===== src/rtl/core/rf433_pkg.sv =====
// Shared types, constants and helper functions for the 433 MHz remote pulse decoder.
package rf433_pkg;

   // Field widths
   localparam int PulseWidth  = 16;
   localparam int UnitWidth   = 11;
   localparam int CodeWidth   = 24;
   localparam int CountWidth  = 6;
   localparam int CsrIdxWidth = 2;
   localparam int CsrWidth    = 16;

   // Frame shape
   localparam logic [CountWidth-1:0] FrameTimings = 6'd49;
   localparam logic [CountWidth-1:0] CountLimit   = 6'd50;
   localparam int                    SyncDivisor  = 31;

   // Register indexes of the configuration port
   localparam logic [CsrIdxWidth-1:0] CSR_SYNC_UNIT_MIN  = 2'd0;
   localparam logic [CsrIdxWidth-1:0] CSR_SYNC_UNIT_MAX  = 2'd1;
   localparam logic [CsrIdxWidth-1:0] CSR_LONG_THRESHOLD = 2'd2;

   // Reset values of the registers
   localparam logic [UnitWidth-1:0]  SyncUnitMinReset   = 11'd290;
   localparam logic [UnitWidth-1:0]  SyncUnitMaxReset   = 11'd400;
   localparam logic [PulseWidth-1:0] LongThresholdReset = 16'd700;

   // Code patterns
   localparam logic [19:0] MotionPrefix = 20'b00000100000000000001;
   localparam logic [3:0]  NibbleOn     = 4'b0001;
   localparam logic [3:0]  NibbleOff    = 4'b0100;
   localparam int          NumButtons   = 5;
   localparam logic [9:0]  ButtonPattern [NumButtons] = '{
      10'b0001010101, 10'b0100010101, 10'b0101000101, 10'b0101010001, 10'b0101010100
   };

   // Result status codes
   typedef enum logic [2:0] {
      ST_OK         = 3'd0,
      ST_BAD_LENGTH = 3'd1,
      ST_BAD_SYNC   = 3'd2,
      ST_BAD_PAIR   = 3'd3,
      ST_BAD_CHAN   = 3'd4,
      ST_BAD_BUTTON = 3'd5,
      ST_BAD_POWER  = 3'd6
   } status_type;

   // Frame state handed to the result check
   typedef struct packed {
      logic [CountWidth-1:0] count;
      status_type            first_error;
      logic [CodeWidth-1:0]  code;
   } frame_type;

   // Decoded result
   typedef struct packed {
      status_type           status;
      logic [CodeWidth-1:0] raw_code;
      logic [4:0]           channel_bits;
      logic [2:0]           button_index;
      logic                 power_on;
      logic                 motion_frame;
      logic                 motion_on;
   } result_type;

   // Sync bound in microseconds: unit * 31, fits 17 bits
   function automatic logic [PulseWidth:0] unit_to_time(input logic [UnitWidth:0] unit);
      logic [PulseWidth+1:0] t;
      t = ({6'd0, unit} << 5) - {6'd0, unit};
      return t[PulseWidth:0];
   endfunction

endpackage


===== src/rtl/core/rf433_req_if.sv =====
// Pulse timing channel: valid/ready with pulse duration and frame end flag.
interface rf433_req_if;
   import rf433_pkg::*;

   logic                  valid;
   logic                  ready;
   logic [PulseWidth-1:0] pulse_time;
   logic                  frame_end;

   modport source (output valid, output pulse_time, output frame_end, input ready);
   modport sink   (input valid, input pulse_time, input frame_end, output ready);
endinterface


===== src/rtl/core/rf433_rsp_if.sv =====
// Decoded frame channel: valid/ready with status and decoded code fields.
interface rf433_rsp_if;
   import rf433_pkg::*;

   logic                 valid;
   logic                 ready;
   logic [2:0]           status;
   logic [CodeWidth-1:0] raw_code;
   logic [4:0]           channel_bits;
   logic [2:0]           button_index;
   logic                 power_on;
   logic                 motion_frame;
   logic                 motion_on;

   modport source (output valid, output status, output raw_code, output channel_bits,
                   output button_index, output power_on, output motion_frame,
                   output motion_on, input ready);
   modport sink   (input valid, input status, input raw_code, input channel_bits,
                   input button_index, input power_on, input motion_frame,
                   input motion_on, output ready);
endinterface


===== src/rtl/core/rf433_frame_check.sv =====
// Combinational check of a completed frame: length, errors, channel, button, power.
module rf433_frame_check
   import rf433_pkg::*;
(
   input  frame_type  frame,
   output result_type result
);

   logic [CodeWidth-1:0] code;
   logic [4:0]           chan;
   logic                 chan_bad;
   logic [9:0]           pattern;
   logic                 button_hit;
   logic [2:0]           button;
   logic [3:0]           nibble;
   logic                 motion;

   assign code    = frame.code;
   assign pattern = code[13:4];
   assign nibble  = code[3:0];
   assign motion  = (code[23:4] == MotionPrefix);

   // Channel pairs: 00 sets the bit, 01 is clear, anything else is an error
   always_comb begin
      chan     = '0;
      chan_bad = 1'b0;
      for (int k = 0; k < 5; k++) begin
         chan[k]  = (code[23-2*k -: 2] == 2'b00);
         chan_bad = chan_bad | code[23-2*k];
      end
   end

   // Button pattern lookup
   always_comb begin
      button_hit = 1'b0;
      button     = '0;
      for (int k = 0; k < NumButtons; k++) begin
         if (!button_hit && pattern == ButtonPattern[k]) begin
            button_hit = 1'b1;
            button     = 3'(k);
         end
      end
   end

   // Result with precedence: length, first timing error, channel, button, power
   always_comb begin
      result              = '0;
      result.status       = ST_OK;
      if (frame.count != FrameTimings) begin
         result.status = ST_BAD_LENGTH;
      end else if (frame.first_error != ST_OK) begin
         result.status = frame.first_error;
      end else begin
         result.raw_code     = code;
         result.motion_frame = motion;
         result.motion_on    = motion && (nibble != NibbleOff);
         if (chan_bad) begin
            result.status = ST_BAD_CHAN;
         end else if (!button_hit) begin
            result.status = ST_BAD_BUTTON;
         end else if (nibble != NibbleOn && nibble != NibbleOff) begin
            result.status = ST_BAD_POWER;
         end else begin
            result.channel_bits = chan;
            result.button_index = button;
            result.power_on     = (nibble == NibbleOn);
         end
      end
   end

endmodule


===== src/rtl/core/rf433_remote_pulse_decoder_top.sv =====
// Top level of the 433 MHz remote pulse decoder: input stage, frame state, result register.
//
// Usage:
//   req_bus carries one pulse duration per beat, with frame_end on the last
//   timing of a frame. Every frame gives exactly one beat on rsp_bus at its
//   last timing; other timings give none. A good frame has 49 timings: the
//   sync pulse and 24 short/long pairs.
//   csr_wr_en/csr_index/csr_wdata write sync_unit_min (0), sync_unit_max (1)
//   and long_threshold (2); write only while no frame is in progress.
// Timing:
//   One beat is accepted per cycle while the input stage can advance. A beat
//   is registered at acceptance and decoded in the following cycle; the result
//   is loaded into the result register when the last timing leaves the input
//   stage, and from that register it shows on rsp_bus. The rate is set by the
//   single result register: one frame result may wait there while new timings
//   keep arriving; only a second frame end stalls until it is taken.
// Reset:
//   reset (synchronous, active high) empties both stages, clears the frame
//   state and loads the register defaults 290, 400 and 700.
module rf433_remote_pulse_decoder_top
   import rf433_pkg::*;
(
   input  logic                   clock,
   input  logic                   reset,
   rf433_req_if.sink              req_bus,
   rf433_rsp_if.source            rsp_bus,
   input  logic                   csr_wr_en,
   input  logic [CsrIdxWidth-1:0] csr_index,
   input  logic [CsrWidth-1:0]    csr_wdata
);

   // Configuration registers
   logic [UnitWidth-1:0]  sync_min_ff;
   logic [UnitWidth-1:0]  sync_max_ff;
   logic [PulseWidth-1:0] long_thr_ff;

   // Input stage
   logic                  in_valid_ff;
   logic [PulseWidth-1:0] in_pulse_ff;
   logic                  in_last_ff;

   // Frame state
   logic [CountWidth-1:0] count_ff,      count_in;
   logic                  first_long_ff, first_long_in;
   logic [CodeWidth-1:0]  code_ff,       code_in;
   status_type            error_ff,      error_in;

   // Result register
   logic       rsp_valid_ff;
   result_type rsp_ff;

   logic          advance;
   logic          sync_ok;
   logic          second_long;
   logic [PulseWidth:0] sync_lo;
   logic [PulseWidth:0] sync_hi;
   frame_type     frame;
   result_type    result;

   // Configuration writes
   always_ff @(posedge clock) begin
      if (reset) begin
         sync_min_ff <= SyncUnitMinReset;
         sync_max_ff <= SyncUnitMaxReset;
         long_thr_ff <= LongThresholdReset;
      end else if (csr_wr_en) begin
         case (csr_index)
            CSR_SYNC_UNIT_MIN:  sync_min_ff <= csr_wdata[UnitWidth-1:0];
            CSR_SYNC_UNIT_MAX:  sync_max_ff <= csr_wdata[UnitWidth-1:0];
            CSR_LONG_THRESHOLD: long_thr_ff <= csr_wdata;
            default: ;
         endcase
      end
   end

   // Stage advances unless a frame end meets a result still waiting
   assign advance       = in_valid_ff && (!in_last_ff || !rsp_valid_ff || rsp_bus.ready);
   assign req_bus.ready = !in_valid_ff || advance;

   // Input stage register
   always_ff @(posedge clock) begin
      if (reset) begin
         in_valid_ff <= 1'b0;
      end else if (req_bus.ready) begin
         in_valid_ff <= req_bus.valid;
      end
   end

   always_ff @(posedge clock) begin
      if (req_bus.ready && req_bus.valid) begin
         in_pulse_ff <= req_bus.pulse_time;
         in_last_ff  <= req_bus.frame_end;
      end
   end

   // Sync check without division: unit > min and unit < max on pulse/31
   assign sync_lo     = unit_to_time({1'b0, sync_min_ff} + 12'd1);
   assign sync_hi     = unit_to_time({1'b0, sync_max_ff});
   assign sync_ok     = ({1'b0, in_pulse_ff} >= sync_lo) && ({1'b0, in_pulse_ff} < sync_hi);
   assign second_long = (in_pulse_ff >= long_thr_ff);

   // Next frame state for the beat in the input stage
   always_comb begin
      first_long_in = first_long_ff;
      code_in       = code_ff;
      error_in      = error_ff;
      if (count_ff == '0) begin
         if (!sync_ok && error_ff == ST_OK) begin
            error_in = ST_BAD_SYNC;
         end
      end else if (count_ff < FrameTimings) begin
         if (count_ff[0]) begin
            first_long_in = (in_pulse_ff > long_thr_ff);
         end else if (first_long_ff != second_long) begin
            code_in = {code_ff[CodeWidth-2:0], first_long_ff};
         end else if (error_ff == ST_OK) begin
            error_in = ST_BAD_PAIR;
         end
      end
      count_in = (count_ff < CountLimit) ? count_ff + 6'd1 : count_ff;
   end

   assign frame = '{count: count_in, first_error: error_in, code: code_in};

   rf433_frame_check u_check (
      .frame  (frame),
      .result (result)
   );

   // Frame state: updated per beat, cleared at frame end
   always_ff @(posedge clock) begin
      if (reset) begin
         count_ff      <= '0;
         first_long_ff <= 1'b0;
         code_ff       <= '0;
         error_ff      <= ST_OK;
      end else if (advance) begin
         if (in_last_ff) begin
            count_ff      <= '0;
            first_long_ff <= 1'b0;
            code_ff       <= '0;
            error_ff      <= ST_OK;
         end else begin
            count_ff      <= count_in;
            first_long_ff <= first_long_in;
            code_ff       <= code_in;
            error_ff      <= error_in;
         end
      end
   end

   // Result register
   always_ff @(posedge clock) begin
      if (reset) begin
         rsp_valid_ff <= 1'b0;
      end else if (advance && in_last_ff) begin
         rsp_valid_ff <= 1'b1;
      end else if (rsp_bus.ready) begin
         rsp_valid_ff <= 1'b0;
      end
   end

   always_ff @(posedge clock) begin
      if (advance && in_last_ff) begin
         rsp_ff <= result;
      end
   end

   assign rsp_bus.valid        = rsp_valid_ff;
   assign rsp_bus.status       = rsp_ff.status;
   assign rsp_bus.raw_code     = rsp_ff.raw_code;
   assign rsp_bus.channel_bits = rsp_ff.channel_bits;
   assign rsp_bus.button_index = rsp_ff.button_index;
   assign rsp_bus.power_on     = rsp_ff.power_on;
   assign rsp_bus.motion_frame = rsp_ff.motion_frame;
   assign rsp_bus.motion_on    = rsp_ff.motion_on;

endmodule


===== src/flat_wrapper.sv =====
// flat-port wrapper written by rule: the top's interface ports become plain ports
module rf433_remote_pulse_decoder_top_flat import rf433_pkg::*;
  (clock, reset, csr_wr_en, csr_index, csr_wdata, req_bus_valid, req_bus_pulse_time, req_bus_frame_end, req_bus_ready, rsp_bus_valid, rsp_bus_status, rsp_bus_raw_code, rsp_bus_channel_bits, rsp_bus_button_index, rsp_bus_power_on, rsp_bus_motion_frame, rsp_bus_motion_on, rsp_bus_ready);
  rf433_req_if req_bus_i ();
  rf433_rsp_if rsp_bus_i ();
  input  logic clock;
  input  logic reset;
  input  logic csr_wr_en;
  input  logic [CsrIdxWidth-1:0] csr_index;
  input  logic [CsrWidth-1:0] csr_wdata;
  input wire logic [$bits(req_bus_i.valid)-1:0] req_bus_valid;
  input wire logic [$bits(req_bus_i.pulse_time)-1:0] req_bus_pulse_time;
  input wire logic [$bits(req_bus_i.frame_end)-1:0] req_bus_frame_end;
  output wire logic [$bits(req_bus_i.ready)-1:0] req_bus_ready;
  output wire logic [$bits(rsp_bus_i.valid)-1:0] rsp_bus_valid;
  output wire logic [$bits(rsp_bus_i.status)-1:0] rsp_bus_status;
  output wire logic [$bits(rsp_bus_i.raw_code)-1:0] rsp_bus_raw_code;
  output wire logic [$bits(rsp_bus_i.channel_bits)-1:0] rsp_bus_channel_bits;
  output wire logic [$bits(rsp_bus_i.button_index)-1:0] rsp_bus_button_index;
  output wire logic [$bits(rsp_bus_i.power_on)-1:0] rsp_bus_power_on;
  output wire logic [$bits(rsp_bus_i.motion_frame)-1:0] rsp_bus_motion_frame;
  output wire logic [$bits(rsp_bus_i.motion_on)-1:0] rsp_bus_motion_on;
  input wire logic [$bits(rsp_bus_i.ready)-1:0] rsp_bus_ready;
  assign req_bus_i.valid = req_bus_valid;
  assign req_bus_i.pulse_time = req_bus_pulse_time;
  assign req_bus_i.frame_end = req_bus_frame_end;
  assign req_bus_ready = req_bus_i.ready;
  assign rsp_bus_valid = rsp_bus_i.valid;
  assign rsp_bus_status = rsp_bus_i.status;
  assign rsp_bus_raw_code = rsp_bus_i.raw_code;
  assign rsp_bus_channel_bits = rsp_bus_i.channel_bits;
  assign rsp_bus_button_index = rsp_bus_i.button_index;
  assign rsp_bus_power_on = rsp_bus_i.power_on;
  assign rsp_bus_motion_frame = rsp_bus_i.motion_frame;
  assign rsp_bus_motion_on = rsp_bus_i.motion_on;
  assign rsp_bus_i.ready = rsp_bus_ready;
  rf433_remote_pulse_decoder_top u_core (.clock(clock), .reset(reset), .req_bus(req_bus_i), .rsp_bus(rsp_bus_i), .csr_wr_en(csr_wr_en), .csr_index(csr_index), .csr_wdata(csr_wdata));
endmodule

===== config.mk =====
export PLATFORM = sky130hd
export DESIGN_NAME = rf433_remote_pulse_decoder_top_flat
export DESIGN_NICKNAME = d
export VERILOG_FILES = /design/src/rtl/core/rf433_pkg.sv /design/src/rtl/core/rf433_req_if.sv /design/src/rtl/core/rf433_rsp_if.sv /design/src/rtl/core/rf433_frame_check.sv /design/src/rtl/core/rf433_remote_pulse_decoder_top.sv /design/src/flat_wrapper.sv
export SDC_FILE = /design/constraint.sdc
export NUM_CORES = 1
export LEC_CHECK = 0
export ABC_AREA = 1
export BUFFER_PORTS_ARGS = -buffer_cell sky130_fd_sc_hd__buf_2
export CAP_MARGIN = 25
export CORE_MARGIN = 8
export CORE_UTILIZATION = 54
export CTS_CLUSTER_DIAMETER = 150
export DETAILED_ROUTE_END_ITERATION = 10
export GPL_TIMING_DRIVEN = 0
export PLACE_DENSITY = 0.8
export SLEW_MARGIN = 15
export SYNTH_ARGS = -nofsm -noshare
export SYNTH_HDL_FRONTEND = slang
export SYNTH_HIERARCHICAL = 1
export SYNTH_SLANG_ARGS = --single-unit

===== constraint.sdc =====
create_clock -name clock -period 4.2 [get_ports clock]
set_clock_uncertainty 0.1 [all_clocks]
set_input_delay 0.84 -clock clock [delete_from_list [all_inputs] [get_ports clock]]
set_output_delay 0.84 -clock clock [all_outputs]
set_load 0.01 [all_outputs]

==> key figures <==
Final layout
  • Most common cell after layout, fill and taps aside: nand2_1
  • Final std cells w/o fill: 1,351
  • Share of cells above drive strength 1: 0.242
  • Area Overhead vs Synth: 23.2%
  • Final-layout fill cell count: roughly 1,200
  • Most frequent cells in the layout: nand2_1 (233), inv_1 (108), nor2_1 (84), buf_2 (83), a21oi_1 (81)
  • Ant. Diodes: 0
  • Reg area: approximately 0.0032 mm²
  • Layout net count: 1,258
  • Area of the multi-input gates: ~0.0046 mm²

Synthesis
  • Syn_area_per_cell: 7.70 µm²
  • Mux cell area share after synthesis: 0
  • Simple-Gate Fraction of Synth Area: 0.276
  • Post-synthesis register bit count: between 100 and 150
  • Combinational family with the most area after synthesis: simple AND/OR/NAND/NOR gates
  • Cells after synthesis: 1,030
  • Compound-Gate Fraction of Synth Area: 0.115
  • Yosys warns: 6
  • Post-synth EDFFs: 55
  • Post-synthesis xor/xnor area fraction: 0.0374
  • Mapped Area: 0.00793 mm²
  • Post-Synth Adder-Cell Area: 0.101
  • Syn_nets: between 1,000 and 1,500
  • Sequential fraction of the synthesis area: 0.395
  • Synth Flop Type: dfxtp_1
  • Unique masters post-synth: 47
  • Fraction of registers with async set/reset: 0

Timing
  • RSZ-0062 raised after global routing: true
  • Final min period: between 4 and 5 ns
  • Post-Route Setup TNS: 0 ns
  • Top achievable clock speed: ~240 MHz
  • Hold slack: 0.359 ns
  • Number of max-slew violations in the final report: 0
  • Hold Vio Cnt, Final: 0
  • Least-Margin Pin Slew: approximately 0.87 ns
  • Setup Viol. Count Final: 0
  • Worst slew margin: 0.415
  • Final period util: 0.975

Placed design
  • Post-DP HPWL: 15,100 µm
  • GP Congestion: approximately 0.9
  • Port bufs: 78
  • Placed cells: 1,293

Critical path
  • CP max stage delay: 0.38 ns
  • FF-to-FF path depth: 26
  • Setup crit start kind: flop
  • Reg2reg start: u_core/sync_min_ff[6]
  • Capturing point of the worst reg2reg path: u_core/rsp_bus.raw_code[7]
  • CP max FO: 10
  • Worst setup endpoint: u_core/rsp_bus.raw_code[7]
  • Slowest library cell on the worst path: dfxtp_2
  • CP Capture Type: flop
  • Arrival time worst endpoint: 4.17 ns
  • Crit path from: u_core/sync_min_ff[6]
  • CP required: 4.28 ns
  • Reg2reg setup slack: roughly 0.10 ns
  • Crit Path Class: reg -> reg

Route
  • DR vias: 7,602
  • DRT iter0 DRCs: 810
  • Mean number of vias per cell: 5.63
  • WL per Instance: 16.1 µm
  • DR pass1 iterations: 5
  • Total wire length: ~22,000 µm
  • Number of remaining DRC errors: 0
  • Final antenna-violating net count: 0

Global routing
  • Largest net degree at the start of global routing: 39
  • GR Overflow Total: 0
  • GRT Overall Usage: 0.219
  • Initial antenna violation count: 0
  • Vias in the first global route: about 6,800
  • Global-route wire length before repair: 32,600 µm

CTS
  • Clk Latency, worst-skew pair: 0.42 ns
  • H-tree Lvls: 4
  • Inserted Clock Buffers: 17
  • Clock Pin Slew Worst Setup and Hold Paths: 0.06 ns
  • Clk root buf: clkbuf_16
  • Max clock buf depth: 2
  • Sink Count: ~130
  • CTS tree: built

Floorplanning
  • Die height: 137 µm
  • Starting density of the core: 0.550
  • Core box area: 0.0144 mm²
  • DIE WIDTH: 137 µm
  • IO Pins: 80
  • Row cnt: 44
  • Die area: 0.0188 mm²

Pwr
  • Peak supply drop: 0.346 mV
  • PD cells: 351 mW/mm²
  • Pleak: 4.35 nW

Status
  • Outcome: finished, final reports clean

Worst hold path
  • Hold crit path type: reg -> reg

Flow run
  • Max_cap viols: 0
-- power breakdown --
group          internal, mW  total (mW)  switching (mW)
sequential             1.34        1.37          0.0350
clock                 0.933        1.49           0.557
combinational         0.223       0.570           0.347
total                  2.49        3.43           0.939
-- layout make-up --
class | instances | area share
flip-flops and latches | 129 | 0.323
clock buffers | 19 | 0.0443
well taps | 184 | 0.0236
inverters | 128 | 0.0497
repair buffers | 104 | 0.0625
clock inverters | 13 | 0.0165
plain buffers | 28 | 0.0129
multi-input cells | 746 | 0.467
-- routing by layer --
layer / global-route usage / routed length, µm / part of all wire / up-vias
li1: - / - / - / 3666
met1: 0.291 / 9280 / 0.43 / 3544
met2: 0.343 / 10100 / 0.47 / 332
met3: 0.0434 / 1710 / 0.078 / 60
met4: 0.0929 / 609 / 0.028 / 0
met5: 0 / 0 / 0 / -
-- logic make-up after synthesis --
| family | Yosys count |
|---|---|
| compound gates | 163 |
| xor+xnor | 33 |
| fa+ha+maj | 64 |
| buf+inv | 156 |
| flops | 129 |
| simple gates | 485 |
-- cells in the mapped netlist, drive strengths merged, types with 3 or more instances --
cell    instances  share of area
buf             7         0.0044
o211ai         15          0.014
a21oi          88          0.056
nor2          105          0.060
nor4            3         0.0032
edfxtp         55           0.21
xnor2           7         0.0077
clkbuf         21         0.0099
nor3           20          0.017
nand4          18          0.015
dfxtp          74           0.19
o21ai          47          0.031
inv           128          0.061
nand3          61          0.039
ha             64           0.10
nand2         271           0.13
xor2           26          0.030
-- through the flow --
stage	area, µm²	utilization	setup slack, ns	power (mW)
2_1_floorplan	7930	-	0.258	1.73
3_5_place_dp	8570	0.594	-0.380	1.87
4_1_cts	9250	0.641	0.000510	3.36
5_1_grt	9770	0.677	-0.139	3.58
6_report	9770	0.677	0.103	3.43
3_3_place_gp	8550	0.593	-0.289	1.85
-- worst min-delay path by stage --
stage	from	endpoint	slack, ns	cells after the start
after global routing	u_core/long_thr_ff[14]	u_core/long_thr_ff[14]	0.38	2
final	u_core/long_thr_ff[12]	u_core/long_thr_ff[12]	0.36	2
after detailed placement	u_core/long_thr_ff[12]	u_core/long_thr_ff[12]	0.35	2
after global placement	u_core/long_thr_ff[14]	u_core/long_thr_ff[14]	0.35	2
after floorplan	u_core/long_thr_ff[15]	u_core/long_thr_ff[15]	0.34	2
after CTS	u_core/long_thr_ff[1]	u_core/long_thr_ff[1]	0.36	2
-- state kept, by name, indices dropped and copies added (netlist names) --
signal                       count
u_core/in_pulse_ff              16
u_core/long_thr_ff              16
u_core/rsp_bus.status            3
u_core/rsp_bus.motion_on         1
u_core/first_long_ff             1
u_core/sync_min_ff              11
u_core/rsp_bus.button_index      3
u_core/in_valid_ff               1
u_core/sync_max_ff              11
u_core/in_last_ff                1
u_core/count_ff                  6
u_core/code_ff                  24
u_core/rsp_bus.valid             1
u_core/error_ff                  3
u_core/rsp_bus.power_on          1
u_core/rsp_bus.channel_bits      5
u_core/rsp_bus.motion_frame      1
u_core/rsp_bus.raw_code         24
-- worst max-delay path, delay by kind of cell, from the launching register on --
kind	cells	cell delay, ns
flops	1	0.38
xor+xnor	1	0.23
simple gates	15	1.63
fa+ha+maj	2	0.57
buf+inv	6	0.54
compound gates	2	0.38
-- repair_timing --
| item | 4_1_cts | 5_1_grt |
|---|---|---|
| hold buffers | 0 | 0 |
| cloned | 0 | 1 |
| buffers inserted | 2 | 23 |
| endpoints found under the setup margin | 38 | 38 |
| resized for setup | 25 | 80 |
| pin swaps | 3 | 49 |
No activity file was read; power rests on OpenSTA's default activity.
